[config.mk]
export PLATFORM = sky130hd
export DESIGN_NAME = bmf_out_fifo_flat
export DESIGN_NICKNAME = d
export VERILOG_FILES = /design/src/rtl/bmf_pkg.sv /design/src/rtl/bmf_if.sv /design/src/rtl/bmf_out_fifo.sv /design/src/flat_wrapper.sv
export SDC_FILE = /design/constraint.sdc
export NUM_CORES = 1
export LEC_CHECK = 0
export BUFFER_PORTS_ARGS = -buffer_cell sky130_fd_sc_hd__buf_4
export CAP_MARGIN = 30
export CORE_UTILIZATION = 45
export CTS_BUF_LIST = sky130_fd_sc_hd__clkbuf_2 sky130_fd_sc_hd__clkbuf_4 sky130_fd_sc_hd__clkbuf_8
export DETAILED_ROUTE_END_ITERATION = 6
export PLACE_DENSITY = 0.77
export SYNTH_ARGS = -nofsm -noshare
export SYNTH_HDL_FRONTEND = slang
export SYNTH_SLANG_ARGS = --single-unit
[constraint.sdc]
create_clock -name clk -period 2.6 [get_ports clk]
set_clock_uncertainty 0.15 [all_clocks]
set_input_delay 0.52 -clock clk [delete_from_list [all_inputs] [get_ports clk]]
set_output_delay 0.52 -clock clk [all_outputs]
set_load 0.05 [all_outputs]
[src/rtl/bmf_pkg.sv]
// Package for the 5x5 box mean filter: sizes, register indexes, reciprocal
// constants and the structs passed between the filter's modules.
// Depends on nothing; every other file of the filter uses it.
`default_nettype none

package bmf_pkg;

	// Frame geometry.
	localparam int MAX_WIDTH  = 1024;
	localparam int MAX_HEIGHT = 4096;
	localparam int WIN        = 5;
	localparam int COL_W      = $clog2(MAX_WIDTH);
	localparam int ROW_W      = $clog2(MAX_HEIGHT);

	// Datapath widths.
	localparam int PIX_W  = 8;
	localparam int WORD_W = PIX_W * (WIN - 1);
	localparam int CSUM_W = 11;
	localparam int WSUM_W = 13;

	// Truncating divide by 25 as multiply by 5243 and shift right by 17.
	// Exact for every sum up to 25 * 255.
	localparam int PROD_W      = 26;
	localparam int RECIP_25    = 5243;
	localparam int RECIP_SHIFT = 17;

	// Configuration registers.
	localparam int CFG_IDX_W  = 2;
	localparam int CFG_DATA_W = 13;
	localparam int IMG_W_W    = 11;
	localparam int IMG_H_W    = 13;
	localparam logic [CFG_IDX_W-1:0] REG_IMAGE_WIDTH  = 2'd0;
	localparam logic [CFG_IDX_W-1:0] REG_IMAGE_HEIGHT = 2'd1;
	localparam logic [IMG_W_W-1:0]   WIDTH_RESET      = 11'd640;
	localparam logic [IMG_H_W-1:0]   HEIGHT_RESET     = 13'd512;

	// Output queue.
	localparam int FIFO_DEPTH = 4;
	localparam int FIFO_AW    = $clog2(FIFO_DEPTH);
	localparam int FIFO_CW    = FIFO_AW + 1;

	// Per-pixel control travelling alongside the datapath.
	typedef struct packed {
		logic vld;
		logic win_vld;
		logic frm_end;
		logic first;
	} tag_t;

	// One result beat.
	typedef struct packed {
		logic             window_valid;
		logic [PIX_W-1:0] mean_value;
		logic             frame_end;
	} res_t;

endpackage

`default_nettype wire

[src/rtl/bmf_if.sv]
// Channel interfaces of the box mean filter: pixel input, result output and
// configuration write. Depends on bmf_pkg for the payload widths.
`default_nettype none


interface bmf_res_if;
	logic                       valid;
	logic                       ready;
	logic                       window_valid;
	logic [bmf_pkg::PIX_W-1:0]  mean_value;
	logic                       frame_end;

	modport source (output valid, output window_valid, output mean_value,
		output frame_end, input ready);
	modport sink (input valid, input window_valid, input mean_value,
		input frame_end, output ready);
endinterface


`default_nettype wire

[src/rtl/bmf_out_fifo.sv]
// Output queue of the box mean filter: four result beats, drives the result
// channel. Depends on bmf_pkg and bmf_res_if.
`default_nettype none

module bmf_out_fifo (
	input  logic                        clk,
	input  logic                        arst_n,
	input  logic                        push,
	input  bmf_pkg::res_t               push_data,
	output logic [bmf_pkg::FIFO_CW-1:0] occ,
	bmf_res_if.source                   res_o
);
	import bmf_pkg::*;

	res_t               mem_q [FIFO_DEPTH];
	logic [FIFO_AW-1:0] wr_ptr_q;
	logic [FIFO_AW-1:0] rd_ptr_q;
	logic [FIFO_CW-1:0] cnt_q;
	logic               pop;
	res_t               head;

	assign head               = mem_q[rd_ptr_q];
	assign res_o.valid        = (cnt_q != '0);
	assign res_o.window_valid = head.window_valid;
	assign res_o.mean_value   = head.mean_value;
	assign res_o.frame_end    = head.frame_end;
	assign pop                = res_o.valid & res_o.ready;
	assign occ                = cnt_q;

	// Entry storage.
	always_ff @(posedge clk) begin
		if (push) begin
			mem_q[wr_ptr_q] <= push_data;
		end
	end

	// Pointers and fill count.
	always_ff @(posedge clk or negedge arst_n) begin
		if (!arst_n) begin
			wr_ptr_q <= '0;
			rd_ptr_q <= '0;
			cnt_q    <= '0;
		end else begin
			if (push) begin
				wr_ptr_q <= wr_ptr_q + 1'b1;
			end
			if (pop) begin
				rd_ptr_q <= rd_ptr_q + 1'b1;
			end
			if (push && !pop) begin
				cnt_q <= cnt_q + 1'b1;
			end else if (pop && !push) begin
				cnt_q <= cnt_q - 1'b1;
			end
		end
	end

`ifndef SYNTHESIS
	// The input credit check must keep the queue from overflowing.
	a_no_overflow: assert property (@(posedge clk) disable iff (!arst_n)
		push |-> (cnt_q != FIFO_CW'(FIFO_DEPTH)) || pop)
		else $error("result queue overflow");
`endif

endmodule

`default_nettype wire

[src/flat_wrapper.sv]
// flat-port wrapper written by rule: the top's interface ports become plain ports
module bmf_out_fifo_flat import bmf_pkg::*;
  (clk, arst_n, push, push_data, occ, res_o_valid, res_o_window_valid, res_o_mean_value, res_o_frame_end, res_o_ready);
  bmf_res_if res_o_i ();
  input  logic clk;
  input  logic arst_n;
  input  logic push;
  input  bmf_pkg::res_t push_data;
  output logic [bmf_pkg::FIFO_CW-1:0] occ;
  output wire logic [$bits(res_o_i.valid)-1:0] res_o_valid;
  output wire logic [$bits(res_o_i.window_valid)-1:0] res_o_window_valid;
  output wire logic [$bits(res_o_i.mean_value)-1:0] res_o_mean_value;
  output wire logic [$bits(res_o_i.frame_end)-1:0] res_o_frame_end;
  input wire logic [$bits(res_o_i.ready)-1:0] res_o_ready;
  assign res_o_valid = res_o_i.valid;
  assign res_o_window_valid = res_o_i.window_valid;
  assign res_o_mean_value = res_o_i.mean_value;
  assign res_o_frame_end = res_o_i.frame_end;
  assign res_o_i.ready = res_o_ready;
  bmf_out_fifo u_core (.clk(clk), .arst_n(arst_n), .push(push), .push_data(push_data), .occ(occ), .res_o(res_o_i));
endmodule
==> impl_metrics.toml, run 1 <==
[pwr]
p_leak_nw = 0.825
irDropWorstVdd_mv = 0.731
p_per_area_mw_per_mm2 = 1280
pwr-share-comb = 0.423
p_sw_frac = 0.389
power_frac_seq = 0.395
pwr-share-clk = 0.182
p_sw_mw = 1.10
intPower_mw = 1.74

[layout]
drive_gt1_frac = 0.383
fillCellCount = 287
area_growth_syn_to_layout_pct = 20.5
nNetsFinal = 139
seq_area_mm2 = 0.00138
fin_area_mm2 = 0.00222
n_antenna_cell = 0
multi_input_area_um2 = 437

[setup_path]
cp_max_fo = 10
slowest_delay_ns = 0.58
worstSetupPathType = "reg2out"
r2r_cells = 8
start_kind = "register"
required_ns = 1.93
r2r_start = "u_core.occ[0]$_DFFE_PN0P_"
crit_slowest_cell = "mux4_1"
crit_top_cell = "buf_4"
endpoint = "res_o_mean_value[2]"
crit_start = "u_core.rd_ptr_q[0]$_DFFE_PN0P_"
ff2ff_setup_slack_ns = 0.35
reg2reg_to = "u_core.occ[2]$_DFFE_PN0P_"
arrival_ns = 1.74
critical_path.cell_chain = "buf_4, mux4_1, buf_4"
endpoint_kind = "output pin"

[floorplanning]
die_x_um = 66.0
die_area_mm2 = 0.00435
start_util = 0.485
rows = 22
ios = 28
core_mm2 = 0.00380
dieHeight_um = 66.0

[routing]
wl_per_cell_um = 16.4
drc_errors = 0
num_vias = 868
via_per_inst = 5.17
wl_mm = 2.76
drtPass1Iterations = 4
drtIter0Drc = 31
antenna_left = 0

[synthesis]
syn_area_mm2 = 0.00184
ys_seq_area_frac = 0.748
syn_inst = 85
ys_types = 18
synth.avg_cell_area_um2 = 21.7
synth_warnings = 0
syn_nets = 105
synth_seq_cells = 47

[clock_network]
clk_latency_ns = 0.29
cts_buffers = 5
clock-sinks = 47
cts_root_buf = "clkbuf_8"
holdBufCountCts = 1
cts_setup_buffers = 0
clkTransAtPathRegs_ns = 0.09
cts_buffer_depth = 2
cts_resized = 0
htree_num_levels = 2
cts_tree = "yes"

[place]
gp_congestion = 0.682
hpwl_mm = 1.85
pre_cts_ws_ns = 0.355
portBuffers = 27
place_area_mm2 = 0.00209

[global_routing]
grt_usage = 0.155
grt_pass1_vias = 992
antenna_found_initial = 0
gr-total-overflow = 0
grt_first_pass_wirelength_mm = 4.70
grt_start_max_net_pins = 16

[worst_hold_path]
hp-class = "in2reg"

[outcome]
status = "finished clean"

[timing]
worst_slack_ns = 0.188
hold_viol = 0
max_freq_mhz = 415
relSlewSlack = 0.630
finalSetupTns_ns = 0
rsz0062_at_grt = "false"
setup_viol = 0
min_period_ns = 2.41
tightest_slew_ns = 0.556
maxSlewViolCount = 0
final.period_utilization = 0.928

[run]
cap_violations = 0
==> synth_stat cells <==
master    number  area share
buf_2          1      0.0027
mux2_2         1      0.0061
buf_6          1      0.0061
ha_1           5       0.034
fa_1           1       0.011
xnor2_1        3       0.014
nor2_1         1      0.0020
dfrtp_1        7       0.095
mux4_1         2       0.029
o21ai_0        1      0.0027
and2_1         4       0.014
edfxtp_1      40        0.65
nand3_1        1      0.0027
mux4_2         8       0.098
inv_1          3      0.0061
or3_4          1      0.0061
nand2_1        2      0.0041
xor2_1         3       0.014
==> sequential cells by signal, summed over array words and instances (netlist names) <==
register         cells
u_core.wr_ptr_q      2
u_core.occ           3
u_core.rd_ptr_q      2
u_core.mem_q        40
==> metal layers <==
metal	vias to the layer above	share of wire	track usage	wire, um
met3	5	0.061	0.0414	169
li1	401	-	-	-
met1	435	0.39	0.175	1080
met4	0	0.023	0.0718	63
met2	27	0.52	0.270	1440
met5	-	0	0	0
==> cells by family after synthesis <==
kind of cell,count (synthesis),synth area share
DFF,47,0.748
muxes,11,0.133
and+or+nand+nor,9,0.0285
xor gates and xnor gates,6,0.0286
adders and majority gates,6,0.0449
buffers and inverters,5,0.0150
AOI/OAI and AO/OA,1,0.00272
==> stage by stage <==
step / hold WS (ns) / util / std cells / total power, mW
floorplan: 0.0744 / - / 85 / 2.02
global placement: 0.188 / 0.551 / 159 / 2.32
detailed placement: 0.189 / 0.551 / 159 / 2.36
CTS: 0.251 / 0.584 / 168 / 2.88
global route: 0.254 / 0.584 / 168 / 2.98
finish: 0.260 / 0.584 / 168 / 2.84
==> final cells by class <==
class	instances	share of cell area
clock buffers	5	0.0310
well taps	48	0.0271
multi-input cells	33	0.197
inverters	3	0.00508
flip-flops and latches	47	0.621
clock inverters	3	0.0198
repair buffers	29	0.0993
==> power by group through the flow <==
stage	clock network (mW)	logic (mW)	registers [mW]
global route	0.557	1.28	1.15
global placement	0	1.19	1.13
finish	0.517	1.20	1.12
CTS	0.531	1.23	1.13
floorplan	0	0.851	1.17
detailed placement	0	1.22	1.14
==> critical path, delay by kind of cell, from the launching register on <==
| family | cells | cell delay (ns) |
|---|---|---|
| buffers and inverters | 2 | 0.46 |
| DFF | 1 | 0.40 |
| muxes | 1 | 0.58 |
==> cells in the final DEF, fill, tap and decap left out <==
cell type and instances:
and2_1 4, buf_4 28, bufinv_16 1, clkbuf_8 5
clkinv_2 1, clkinv_4 1, dfrtp_1 7, dlygate4sd3_1 1
edfxtp_1 40, fa_1 1, ha_1 5, inv_1 3
mux2_2 1, mux4_1 2, mux4_2 8, nand2_1 2
nand3_1 1, nor2_1 1, o21ai_0 1, or3_4 1
xnor2_1 3, xor2_1 3
==> worst min-delay path by stage <==
stage | slack, ns | depth (start not counted) | end | start
after floorplan | 0.07 | 0 | u_core.occ[0]$_DFFE_PN0P_ | arst_n
after global placement | 0.19 | 1 | u_core.wr_ptr_q[0]$_DFFE_PN0P_ | arst_n
after detailed placement | 0.19 | 1 | u_core.occ[1]$_DFFE_PN0P_ | arst_n
after CTS | 0.25 | 1 | u_core.mem_q[0][4]$_DFFE_PP_ | push_data[4]
after global routing | 0.25 | 1 | u_core.mem_q[0][4]$_DFFE_PP_ | push_data[4]
final | 0.26 | 1 | u_core.mem_q[2][4]$_DFFE_PP_ | push_data[4]
No activity file was read; power rests on OpenSTA's default activity.
==> inputs of run 2 (changes only) <==
- ABC_AREA: unset -> 1
- PLACE_DENSITY: 0.77 -> 0.72
==> run 2 against run 1 <==
The flow now finishes with violations (DRC). Power up 7.0%. Global-route usage down 1.6 points. Synthesized cell count grew 100%. Clock-buffer cell count stayed put. Sequential power shrank 4%. Die area grew 10%. Sequential share of layout area shrank 4.1 points. Non-clock buffer count unchanged. Synthesized area rose by 11%. Hold slack improved by 0.012 ns. Combinational power increased by 19%.
==> impl_metrics.toml, run 2 <==
[clock_network]
cts_setup_buffers = 0
clkTransAtPathRegs_ns = 0.09
cts_buffers = 5
cts_tree = "yes"
clock-sinks = 47
cts_resized = 0
htree_num_levels = 2
cts_root_buf = "clkbuf_8"
clk_latency_ns = 0.29
cts_buffer_depth = 2

[routing]
drtPass1Iterations = 7
wl_mm = 3.13
via_per_inst = 4.83
wl_per_cell_um = 12.4
drtIter0Drc = 35
drc_errors = 3
antenna_left = 0
num_vias = 1223

[place]
pre_cts_ws_ns = 0.572
portBuffers = 27
hpwl_mm = 2.07
gp_congestion = 0.785

[synthesis]
synth.top_cells.by_count = "50 x nand2_1, 40 x edfxtp_1, 32 x inv_1"
yosysTopAreaCellShare = 0.589
synth_seq_cells = 47
syn_area_mm2 = 0.00204
synth_top_area_cell = "edfxtp_1"
syn_inst = 171
synthTopCellsByArea = "edfxtp_1 59%, nand2_1 9.2%, dfrtp_1 8.6%, o211ai_1 7.0%, inv_1 5.9%"
synth.most_common_cell = "nand2_1"
synthArstFlopShare = 0.149
ys_types = 20
synth_flop_cell = "edfxtp_1"
syn_nets = 191
ys_seq_area_frac = 0.675
synth.avg_cell_area_um2 = 11.9
synth_edf_count = 40
synth_warnings = 0

[setup_path]
r2r_cells = 10
arrival_ns = 1.68
ff2ff_setup_slack_ns = 0.69
worstSetupPathType = "reg2out"
start_kind = "register"
endpoint_kind = "output pin"
critical_path.cell_chain = "inv_2, nand2_1, o211ai_1, nand2_1, buf_4"
crit_top_cell = "nand2_1"
required_ns = 1.93
crit_slowest_cell = "inv_2"
slowest_delay_ns = 0.45
cp_max_fo = 41

[pwr]
irDropWorstVdd_mv = 0.512
p_leak_nw = 1.05
p_per_area_mw_per_mm2 = 1280

[timing]
finalSetupTns_ns = 0
final.period_utilization = 0.906
min_period_ns = 2.35
tightest_slew_ns = 0.598
max_freq_mhz = 425
maxSlewViolCount = 0
setup_viol = 0
rsz0062_at_grt = "false"
relSlewSlack = 0.601
worst_slack_ns = 0.246
hold_viol = 0

[global_routing]
grt_start_max_net_pins = 42
grt_pass1_vias = 1105
grt_first_pass_wirelength_mm = 5.01
grt_usage = 0.139
gr-total-overflow = 0
antenna_found_initial = 0

[layout]
layout_commonest_cell = "nand2_1"
top_register = "u_core.mem_q"
n_antenna_cell = 0
largest_reg_flops = 40
fillCellCount = 357
drive_gt1_frac = 0.189
final_cell_mix = "50 x nand2_1, 40 x edfxtp_1, 32 x inv_1"
nNetsFinal = 220
area_growth_syn_to_layout_pct = 16.5

[outcome]
status = "finished, violations left"
violations = "DRC"

[run]
cap_violations = 0

[floorplanning]
core_mm2 = 0.00435
start_util = 0.468
rows = 24
dieHeight_um = 69.3
die_area_mm2 = 0.00480
ios = 28
die_x_um = 69.3

[worst_hold_path]
hold_depth = 1
hp-class = "in2reg"
[run 2: cells by family after synthesis]
kind of cell / count (synthesis) / synth area share
simple gates: 55 / 0.104
flops: 47 / 0.675
buf+inv: 40 / 0.0927
compound gates: 21 / 0.0786
fa+ha+maj: 6 / 0.0405
xor+xnor: 2 / 0.00860
[run 2: worst paths after layout]
| path | startpoint | end |
|---|---|---|
| min | push_data[1] | u_core.mem_q[2][1]$_DFFE_PP_ |
| min reg2reg | u_core.occ[2]$_DFFE_PN0P_ | u_core.occ[2]$_DFFE_PN0P_ |
| max | u_core.rd_ptr_q[0]$_DFFE_PN0P_ | res_o_mean_value[6] |
| max reg2reg | u_core.occ[1]$_DFFE_PN0P_ | u_core.occ[2]$_DFFE_PN0P_ |
| max in group asynchronous | arst_n | u_core.occ[1]$_DFFE_PN0P_ |
| min in group asynchronous | arst_n | u_core.rd_ptr_q[0]$_DFFE_PN0P_ |
[run 2: metal layers]
layer	track usage	wire (um)	vias up
met5	0	0	-
met4	0.0612	0	0
met3	0.0276	83	0
met2	0.255	1730	21
met1	0.154	1320	581
li1	-	-	621
[run 2: repair_timing]
item | in CTS | in global routing
endpoints found under the hold margin | 7 | 0
setup endpoints to repair | 0 | 0
hold buffers | 1 | 0
[run 2: report_power, final]
part | internal, mW | total (mW) | switching, mW
combinational | 0.409 | 1.43 | 1.02
clock | 0.289 | 0.526 | 0.237
sequential | 1.01 | 1.08 | 0.0771
total | 1.70 | 3.04 | 1.34
[run 2: worst max-delay path, delay by kind of cell, from the launching register on]
kind                   cells  cell delay, ns
buffers and inverters      2            0.64
flip-flops                 1            0.41
AND/OR/NAND/NOR            2            0.22
AO/OA/AOI/OAI              1            0.12
[run 2: area by class of cell]
| class | instances | area [um^2] | area share |
|---|---|---|---|
| Inverter | 33 | 124 | 0.0522 |
| Sequential cell | 47 | 1380 | 0.580 |
| Tap cell | 52 | 65.1 | 0.0274 |
| Timing Repair Buffer | 29 | 220 | 0.0928 |
| Clock buffer | 5 | 68.8 | 0.0290 |
| Multi-Input combinational cell | 84 | 473 | 0.199 |
| Clock inverter | 3 | 46.3 | 0.0195 |
[run 2: through the flow]
stage	util	std cells	power (mW)	area, um^2	hold slack [ns]
floorplan	-	171	2.21	2040	0.0744
global placement	0.516	244	2.51	2250	0.188
detailed placement	0.516	244	2.54	2250	0.188
CTS	0.545	253	3.07	2370	0.261
global route	0.545	253	3.21	2370	0.260
finish	0.545	253	3.04	2370	0.271
