==> config.mk <==
export PLATFORM = sky130hd
export DESIGN_NAME = bmf_win_sum
export DESIGN_NICKNAME = d
export VERILOG_FILES = /design/src/rtl/bmf_pkg.sv /design/src/rtl/bmf_win_sum.sv
export SDC_FILE = /design/constraint.sdc
export NUM_CORES = 1
export LEC_CHECK = 0
export ABC_AREA = 1
export BUFFER_PORTS_ARGS = -buffer_cell sky130_fd_sc_hd__buf_2
export CAP_MARGIN = 5
export CORE_ASPECT_RATIO = 0.5
export CORE_UTILIZATION = 35
export CTS_CLUSTER_SIZE = 8
export DETAILED_ROUTE_END_ITERATION = 7
export GPL_TIMING_DRIVEN = 0
export SKIP_LAST_GASP = 1
export SLEW_MARGIN = 0
export SYNTH_ARGS = -nofsm -noshare
export SYNTH_HDL_FRONTEND = slang
export SYNTH_SLANG_ARGS = --single-unit
==> constraint.sdc <==
create_clock -name clk -period 4.81 [get_ports clk]
set_input_delay 0.481 -clock clk [delete_from_list [all_inputs] [get_ports clk]]
set_output_delay 0.481 -clock clk [all_outputs]
set_load 0.02 [all_outputs]
==> src/rtl/bmf_pkg.sv <==
// Package for the 5x5 box mean filter: sizes, register indexes, reciprocal
// constants and the structs passed between the filter's modules.
// Depends on nothing; every other file of the filter uses it.
`default_nettype none

package bmf_pkg;

	// Frame geometry.
	localparam int MAX_WIDTH  = 1024;
	localparam int MAX_HEIGHT = 4096;
	localparam int WIN        = 5;
	localparam int COL_W      = $clog2(MAX_WIDTH);
	localparam int ROW_W      = $clog2(MAX_HEIGHT);

	// Datapath widths.
	localparam int PIX_W  = 8;
	localparam int WORD_W = PIX_W * (WIN - 1);
	localparam int CSUM_W = 11;
	localparam int WSUM_W = 13;

	// Truncating divide by 25 as multiply by 5243 and shift right by 17.
	// Exact for every sum up to 25 * 255.
	localparam int PROD_W      = 26;
	localparam int RECIP_25    = 5243;
	localparam int RECIP_SHIFT = 17;

	// Configuration registers.
	localparam int CFG_IDX_W  = 2;
	localparam int CFG_DATA_W = 13;
	localparam int IMG_W_W    = 11;
	localparam int IMG_H_W    = 13;
	localparam logic [CFG_IDX_W-1:0] REG_IMAGE_WIDTH  = 2'd0;
	localparam logic [CFG_IDX_W-1:0] REG_IMAGE_HEIGHT = 2'd1;
	localparam logic [IMG_W_W-1:0]   WIDTH_RESET      = 11'd640;
	localparam logic [IMG_H_W-1:0]   HEIGHT_RESET     = 13'd512;

	// Output queue.
	localparam int FIFO_DEPTH = 4;
	localparam int FIFO_AW    = $clog2(FIFO_DEPTH);
	localparam int FIFO_CW    = FIFO_AW + 1;

	// Per-pixel control travelling alongside the datapath.
	typedef struct packed {
		logic vld;
		logic win_vld;
		logic frm_end;
		logic first;
	} tag_t;

	// One result beat.
	typedef struct packed {
		logic             window_valid;
		logic [PIX_W-1:0] mean_value;
		logic             frame_end;
	} res_t;

endpackage

`default_nettype wire

==> src/rtl/bmf_win_sum.sv <==
// Horizontal window: the last five full column sums of the row, the running
// window sum and the divide by 25. Depends on bmf_pkg.
`default_nettype none

module bmf_win_sum (
	input  logic                       clk,
	input  logic                       arst_n,
	input  bmf_pkg::tag_t              tag_i,
	input  logic [bmf_pkg::CSUM_W-1:0] full_sum,
	output bmf_pkg::tag_t              tag_o,
	output bmf_pkg::res_t              res_o
);
	import bmf_pkg::*;

	logic [CSUM_W-1:0] recent_q [WIN];
	logic [WSUM_W-1:0] ws_q;
	logic [WSUM_W-1:0] ws_base;
	logic [WSUM_W-1:0] ws_old;
	logic [WSUM_W-1:0] ws_new;
	logic [WSUM_W-1:0] ws_s2;
	tag_t              tag_s2;
	logic [PROD_W-1:0] prod;

	// At the first column the horizontal history counts as empty.
	always_comb begin
		ws_base = tag_i.first ? '0 : ws_q;
		ws_old  = tag_i.first ? '0 : WSUM_W'(recent_q[WIN-1]);
		ws_new  = ws_base + WSUM_W'(full_sum) - ws_old;
	end

	// Shift the column sums and keep the window sum.
	always_ff @(posedge clk or negedge arst_n) begin
		if (!arst_n) begin
			for (int i = 0; i < WIN; i++) begin
				recent_q[i] <= '0;
			end
			ws_q   <= '0;
			tag_s2 <= '0;
		end else begin
			tag_s2 <= tag_i;
			if (tag_i.vld) begin
				recent_q[0] <= full_sum;
				for (int i = 1; i < WIN; i++) begin
					recent_q[i] <= tag_i.first ? '0 : recent_q[i-1];
				end
				ws_q <= ws_new;
			end
		end
	end

	always_ff @(posedge clk) begin
		ws_s2 <= ws_new;
	end

	// Divide by 25 through the reciprocal; the output queue registers it.
	always_comb begin
		prod               = PROD_W'(ws_s2) * PROD_W'(RECIP_25);
		res_o.window_valid = tag_s2.win_vld;
		res_o.mean_value   = tag_s2.win_vld ? prod[RECIP_SHIFT +: PIX_W] : '0;
		res_o.frame_end    = tag_s2.frm_end;
	end

	assign tag_o = tag_s2;

endmodule

`default_nettype wire

==> results_dict.tcl, run 1 <==
set metrics [dict create \
    status "finished with violations" \
    violations "setup timing" \
    clock_latency_ps 340 \
    synth_cells 883 \
    diodes 0 \
    port_buffers 30 \
    place_congestion 0.850 \
    vias 5595 \
    cpPeakStageDelay_ps 520 \
    min_path_type "primary input to flop" \
    synth_edf_count 0 \
    grt_pass1_wl_um 28400 \
    clk_path_buf_depth 2 \
    grt_max_degree 73 \
    ys_top_cells_by_area "dfrtp_1 (24%), fa_1 (18%), ha_1 (17%), inv_1 (11%), nand2_1 (7.7%)" \
    syn_to_final_growth_pct 19.8 \
    die_w_um 208 \
    firstDrtPassIters 5 \
    crit_family "adder cells" \
    initial_core_util_pct 36.0 \
    clock-sinks 85 \
    avgSynthCellArea_um2 8.45 \
    grt_pass1_vias 5776 \
    die_y_um 105 \
    ys_seq_area_share_pct 27.6 \
    viasPerCell 4.56 \
    max_slew_margin_pct 39.0 \
    critPathRequiredTime_ps 4330 \
    placed_cell_area_um2 7950 \
    critPathCaptureType "output port" \
    routed.top_layer "met4" \
    path_class "flop to output port" \
    syn-num-nets 1070 \
    met1_length_um 8650 \
    nets 1135 \
    cp_common_cell "fa_1" \
    critPathSlowestCell "fa_1" \
    ys_ff_latch 85 \
    layout.cells.most_common_list "inv_1 (212), nand2_1 (144), ha_1 (85), dfrtp_1 (72), fa_1 (66)" \
    finalInstanceArea_um2 8930 \
    min_period_ps 4890 \
    synthDistinctLibCells 35 \
    worstMarginPinSlew_ps 915 \
    first_iter_violations 375 \
    coreArea_um2 20700 \
    cap_violations 0 \
    finalWirelength_um 16900 \
    drc 0 \
    fin_util_pct 43.1 \
    cts_made_buffers 9 \
    cts_tree "done" \
    cp-start-kind "flop" \
    layout_commonest_cell "inv_1" \
    fin_ws_ps -75.6 \
    grt_usage_pct 16.3 \
    wl_met2_um 7700 \
    path_cells "fa_1, ha_1, inv_2, fa_1, inv_2, fa_1, inv_1, fa_1, inv_2, ha_4, nand2_2, inv_4, nand2_2, nor2_4, nand4_1, nand3_2, nand2_1, nand2_1, nor2_1, buf_4" \
    synth_flop_cell "dfrtp_1" \
    wl_per_cell_um 13.8 \
    hold_viol 0 \
    critPathMaxFanout 6 \
    htree_levels 3 \
    ioPinCount 31 \
    die_area_um2 21900 \
    rsz0062_at_grt "yes" \
    overflow 0 \
    rows 37 \
    postSynth.asyncResetShare_pct 84.7 \
    fin_skew_ps 9.41 \
    drtAntennaViolNets 0 \
    timing.final.crit_share_pct 102 \
    cp.arrival_ps 4400 \
    synth_top_area_cell "dfrtp_1" \
    maxClockFrequency_ghz 0.205 \
    slew_violations 0 \
    yosysWarnings 0 \
    root_buffer "clkbuf_16" \
    syn_area_um2 7460 \
    clkTransAtPathRegs_ps 60 \
    setup_viol_count_final 6 \
    drive_above_1_share_pct 17.2 \
    yosysTopAreaCellShare_pct 24.2 \
    dpl.hpwl_um 13300 \
    antenna_found_initial 0 \
    path_buf_inv 6 \
    route.met3.wl_um 273 \
]
final timing paths:
| kind | start | end | slack (ps) | depth (start not counted) |
|---|---|---|---|---|
| max | ws_s2[10] | res_o[6] | -80 | 20 |
| min reg2reg | ws_q[0] | ws_q[0] | 480 | 2 |
| max in group asynchronous | arst_n | ws_q[11] | 3940 | 1 |
| min in group asynchronous | arst_n | recent_q[45] | 280 | 1 |
| max reg2reg | recent_q[4] | ws_s2[5] | 2290 | 11 |
| min | tag_i[2] | res_o[9] | 250 | 1 |
cells by family (layout without fill, tap and decap cells):
| kind of cell | Yosys count | after routing | share of synthesized area [%] |
|---|---|---|---|
| buf+inv | 242 | 312 | 12.5 |
| compound gates | 113 | 113 | 9.11 |
| simple gates | 264 | 264 | 14.4 |
| xor+xnor | 9 | 9 | 1.06 |
| fa+ha+maj | 170 | 170 | 35.3 |
| flops | 85 | 85 | 27.6 |
worst reg2reg max path: stages (launching register included):
cell and delay (ps):
dfrtp_1 360, inv_1 70, nor2_1 50, fa_1 520, inv_1 40, ha_1 340
a21oi_1 230, o21ai_1 130, a21oi_1 200, inv_1 80, or2_1 220, and2_1 170
cell type report:
class                      count  area, um2
fill                        2085      11800
multi-input combinational    556       4850
sequential                    85       2100
inverter                     223        840
timing repair buffer          54        398
tap                          273        342
clock buffer                  10        239
buffer                        19       96.3
clock inverter                 6       70.1
per-layer routing:
layer,up-vias,GRT usage [%]
li1,2869,-
met1,2648,22.8
met2,60,26.9
met3,18,1.31
met4,0,4.71
met5,-,0
cell usage after synthesis (all sizes together), types with 13 or more instances:
cell    number
inv        223
nor2        61
nand2      156
a21oi       25
o21ai       28
dfrtp       72
ha         103
nand3       30
o22ai       44
clkbuf      13
fa          67
dfxtp       13
through the flow:
stage	TNS [ps]	setup slack [ps]	hold WS, ps	instances
finish	-207	-75.6	247	1226
global route	-1810	-280	238	1226
CTS	-265	-57.2	233	1221
detailed placement	-1100	-216	463	1186
global placement	-836	-205	461	1186
floorplan	0	140	185	883
state kept, by name (all words and copies together) (netlist names):
name,count
recent_q,55
ws_q,13
ws_s2,13
res_o,2
tag_o,2
timing repair:
| action | CTS | global route |
|---|---|---|
| setup endpoints to repair | 8 | 8 |
| setup buffers | 19 | 5 |
| pin swaps | 48 | 16 |
| hold buffers | 0 | 0 |
| gates resized for setup | 98 | 13 |
Power of run 1 is left out: the tool's default activity adds up to more than one toggle a clock period on the data nets, which glitch-free logic cannot reach.
==> run 2: changes to the inputs <==
CORE_UTILIZATION = 40   (was 35)
==> results_dict.tcl, run 2 (synthesis results as in run 1) <==
set metrics [dict create \
    antenna_found_initial 0 \
    fin_ws_ps -54.6 \
    cts_made_buffers 9 \
    vias 5592 \
    placed_cells 1148 \
    placed_cell_area_um2 7930 \
    rr_worst_depth 11 \
    regArea_um2 2110 \
    initial_core_util_pct 41.9 \
    regMostFlops "recent_q" \
    firstDrtPassIters 5 \
    whs_endpoint "res_o[0]" \
    multi_input_area_um2 4840 \
    critPathMaxFanout 5 \
    min-delay-start "tag_i[1]" \
    reg2reg_to "ws_s2[5]" \
    grt_pass1_wl_um 28400 \
    wl_per_cell_um 13.9 \
    root_buffer "clkbuf_16" \
    first_iter_violations 162 \
    drive_above_1_share_pct 17.4 \
    maxClockFrequency_ghz 0.206 \
    die_w_um 195 \
    r2r_slack_ps 2300 \
    slew_violations 0 \
    min_path_type "primary input to flop" \
    clock-sinks 85 \
    grt_max_degree 72 \
    layout_commonest_cell "inv_1" \
    ioPinCount 31 \
    critPathRequiredTime_ps 4330 \
    reg_top3 "recent_q (55), ws_q (13), ws_s2 (13)" \
    largest_reg_flops 55 \
    clk_path_buf_depth 2 \
    dpl.hpwl_um 13300 \
    viasPerCell 4.74 \
    die_y_um 98.6 \
    cap_violations 0 \
    status "finished with violations" \
    finalInstanceArea_um2 8800 \
    coreArea_um2 17800 \
    worstMarginPinSlew_ps 656 \
    clock_latency_ps 330 \
    nFillCells 1682 \
    drc 0 \
    violations "setup timing" \
    tns_ps -140 \
    place_ws_ps -207 \
    rsz0062_at_grt "yes" \
    cp.arrival_ps 4380 \
    timing.final.crit_share_pct 101 \
    place_congestion 0.860 \
    r2r-start "recent_q[4]" \
    critPathCaptureType "output port" \
    max_slew_margin_pct 56.3 \
    min_path_cells 1 \
    cp-start-kind "flop" \
    finalWirelength_um 16400 \
    rows 34 \
    instances_no_fill 1180 \
    clkTransAtPathRegs_ps 60 \
    nets 1129 \
    grt_usage_pct 18.5 \
    setup_viol_count_final 3 \
    die_area_um2 19200 \
    port_buffers 30 \
    fin_skew_ps 8.24 \
    min_period_ps 4860 \
    grt_pass1_vias 5855 \
    drtAntennaViolNets 0 \
    path_class "flop to output port" \
    layout.cells.most_common_list "inv_1 (207), nand2_1 (142), ha_1 (88), dfrtp_1 (72), fa_1 (65)" \
    hold_viol 0 \
    syn_to_final_growth_pct 17.9 \
    cts_tree "done" \
    htree_levels 3 \
    overflow 0 \
    diodes 0 \
]
## run 2: cell count changes in the layout (fill, tap and decap cells not counted), sizes merged
cell | before | now
clkinv | 1 | 3
bufinv | 1 | 0
buf | 60 | 53
dlygate4sd3 | 0 | 1
clkinvlp | 3 | 1
## run 2: routing by layer
| metal | vias up | part of all wire (%) | global-route usage (%) |
|---|---|---|---|
| met5 | - | 0 | 0 |
| li1 | 2863 | - | - |
| met4 | 0 | 0.99 | 3.69 |
| met1 | 2650 | 52 | 25.9 |
| met2 | 62 | 46 | 31.2 |
| met3 | 17 | 1.6 | 2.05 |
## run 2: layout make-up
type                    count  area share [%]
inverters                 223            9.66
clock buffers              10            2.72
repair buffers             48            3.88
well taps                 234            3.33
plain buffers              19            1.09
flip-flops and latches     85            23.9
clock inverters             5           0.398
multi-input cells         556            55.0
## run 2: critical path, stage by stage (launching register included)
cell	delay [ps]
dfxtp_4	370
buf_4	140
fa_2	550
ha_4	200
fa_1	460
fa_1	560
inv_2	40
fa_1	510
inv_2	50
ha_4	300
nand2_4	60
inv_6	70
nand2_4	60
nor2_4	110
nand4_1	120
nand3_2	120
nor2_1	40
nor2_1	130
buf_4	160
## run 2: how the worst max path moves through the flow
stage | from | to | slack [ps] | cells past startpoint
2_1_floorplan | ws_s2[10] | res_o[8] | 140 | 18
3_3_place_gp | ws_s2[10] | res_o[6] | -210 | 19
3_5_place_dp | ws_s2[10] | res_o[6] | -210 | 19
4_1_cts | ws_s2[10] | res_o[8] | -60 | 19
5_1_grt | ws_s2[9] | res_o[3] | -210 | 19
6_report | ws_s2[9] | res_o[6] | -50 | 18
## run 2: repair_timing
| item | in CTS | in global routing |
|---|---|---|
| endpoints found under the setup margin | 8 | 8 |
| setup buffers | 7 | 9 |
| hold endpoints to repair | 1 | 0 |
| hold buffers | 1 | 0 |
| pin swaps | 37 | 31 |
| resized for setup | 85 | 43 |
## run 2: through the flow
step	hold WS (ps)	util, %
after floorplan	185	-
after global placement	459	44.3
after detailed placement	281	44.5
after CTS	246	48.0
after global routing	241	49.4
final	256	49.4
Power of run 2 is left out for the same reason.
==> run 3: changes to the inputs <==
clock period = 5.5 ns   (was 4.81 ns; I/O delays follow)
==> results_dict.tcl, run 3 (synthesis results as in run 1) <==
set metrics [dict create \
    ioPinCount 31 \
    regMostFlops "recent_q" \
    status "completed" \
    firstDrtPassIters 4 \
    largest_reg_flops 55 \
    critPathMaxFanout 7 \
    grt_pass1_wl_um 27700 \
    clock-sinks 85 \
    min_path_type "primary input to flop" \
    die_area_um2 19200 \
    use_met1_pct 25.5 \
    rsz0062_at_grt "yes" \
    max_slew_margin_pct 58.3 \
    initial_core_util_pct 41.9 \
    port_buffers 30 \
    cp.depth 19 \
    grt_usage_pct 18.1 \
    critPathRequiredTime_ps 4950 \
    slew_violations 0 \
    nFillCells 1724 \
    min_path_cells 1 \
    clock_latency_ps 340 \
    postCtsSetupRepairBufs 0 \
    cp.arrival_ps 4640 \
    clkTransAtPathRegs_ps 60 \
    layout.cells.most_common_list "inv_1 (220), nand2_1 (153), ha_1 (103), dfrtp_1 (72), fa_1 (67)" \
    overflow 0 \
    cts_made_buffers 9 \
    finalWirelength_um 15900 \
    drc 0 \
    layout_commonest_cell "inv_1" \
    critPathSlowestCell "fa_1" \
    cpPeakStageDelay_ps 530 \
    antenna_found_initial 0 \
    hold_viol 0 \
    cp-start-kind "flop" \
    root_buffer "clkbuf_16" \
    cap_violations 0 \
    wl_per_cell_um 13.7 \
    dpl.hpwl_um 13300 \
    viasPerCell 4.69 \
    cp_common_cell "inv_1" \
    grtUsageMet3_pct 2.05 \
    die_y_um 98.6 \
    fin_skew_ps 6.90 \
    maxClockFrequency_ghz 0.193 \
    syn_to_final_growth_pct 10.6 \
    coreArea_um2 17800 \
    diodes 0 \
    worstMarginPinSlew_ps 626 \
    drtAntennaViolNets 0 \
    cts_tree "done" \
    rr_worst_depth 11 \
    nets 1113 \
    rows 34 \
    first_iter_violations 151 \
    path_class "flop to output port" \
    setup_viol_count_final 0 \
    min_period_ps 5190 \
    grt_max_degree 72 \
    htree_levels 3 \
    clk_path_buf_depth 2 \
    instances_no_fill 1164 \
    vias 5457 \
    multi_input_area_um2 4470 \
    placed_cells 1148 \
    critPathCaptureType "output port" \
    timing.final.crit_share_pct 94.4 \
    reg_top3 "recent_q (55), ws_q (13), ws_s2 (13)" \
    grt-busiest-layer "met2" \
    path_buf_inv 6 \
    drive_above_1_share_pct 8.28 \
    path_cells "fa_1, ha_1, inv_1, fa_1, inv_1, fa_1, inv_1, fa_1, inv_1, ha_1, nand2_1, inv_1, nand2_1, nor2_2, nand4_1, nand3_1, nor2_1, nor2_1, buf_2" \
    crit_family "adder cells" \
    grt_pass1_vias 5694 \
    timing.hold.ws_ps 322 \
    use_met2_pct 30.4 \
    place_congestion 0.860 \
    regArea_um2 2080 \
    die_w_um 195 \
]
-- run 3: cell count changes in the layout (fill, tap and decap cells not counted), moves of 6 or more --
cell / previous run / this run
ha_4: 12 / 0
nor2_1: 48 / 60
dfxtp_4: 12 / 4
inv_1: 207 / 220
inv_2: 12 / 3
buf_4: 25 / 5
nand2_2: 10 / 3
ha_1: 88 / 103
dfxtp_2: 0 / 6
buf_2: 24 / 31
nor2_2: 10 / 1
nand2_1: 142 / 153
a21oi_1: 16 / 22
-- run 3: worst reg2reg max path: stages, from the launching register on --
cell     delay, ps
dfrtp_1        360
inv_1           60
nor2_1          60
fa_1           540
inv_1           50
ha_1           340
a21oi_1        210
o21ai_1        130
a21oi_1        180
inv_1           70
or2_1          210
and2_1         170
-- run 3: worst paths after layout --
check | from | end | slack (ps)
max | ws_s2[10] | res_o[6] | 310
min | tag_i[1] | res_o[0] | 320
max reg2reg | recent_q[4] | ws_s2[5] | 3000
min reg2reg | ws_q[0] | ws_q[0] | 480
max in group asynchronous | arst_n | ws_q[11] | 4440
min in group asynchronous | arst_n | recent_q[51] | 540
-- run 3: what timing repair did --
action	in CTS	in global routing
setup endpoints to repair	0	8
hold buffers	1	0
resized for setup	0	18
hold endpoints to repair	1	0
-- run 3: final cells by class --
type,instances,area share (%)
Buffer,19,1.17
Clock buffer,10,2.90
Clock inverter,5,0.425
Inverter,223,10.1
Multi-Input combinational cell,556,54.2
Sequential cell,85,25.3
Tap cell,234,3.55
Timing Repair Buffer,32,2.34
-- run 3: routing by layer --
layer / share of wire (%) / routed length [um]
met5: 0 / 0
met2: 45 / 7190
met3: 1.7 / 272
met4: 0.69 / 110
met1: 52 / 8330
-- run 3: stage by stage --
stage / setup slack, ps / TNS [ps] / util [%] / area (um2)
2_1_floorplan: 761 / 0 / - / 7460
3_3_place_gp: 407 / 0 / 44.3 / 7900
3_5_place_dp: 414 / 0 / 44.5 / 7930
4_1_cts: 49.6 / 0 / 46.1 / 8220
5_1_grt: -18.6 / -18.6 / 46.3 / 8250
6_report: 308 / 0 / 46.3 / 8250
Power of run 3 is left out for the same reason.
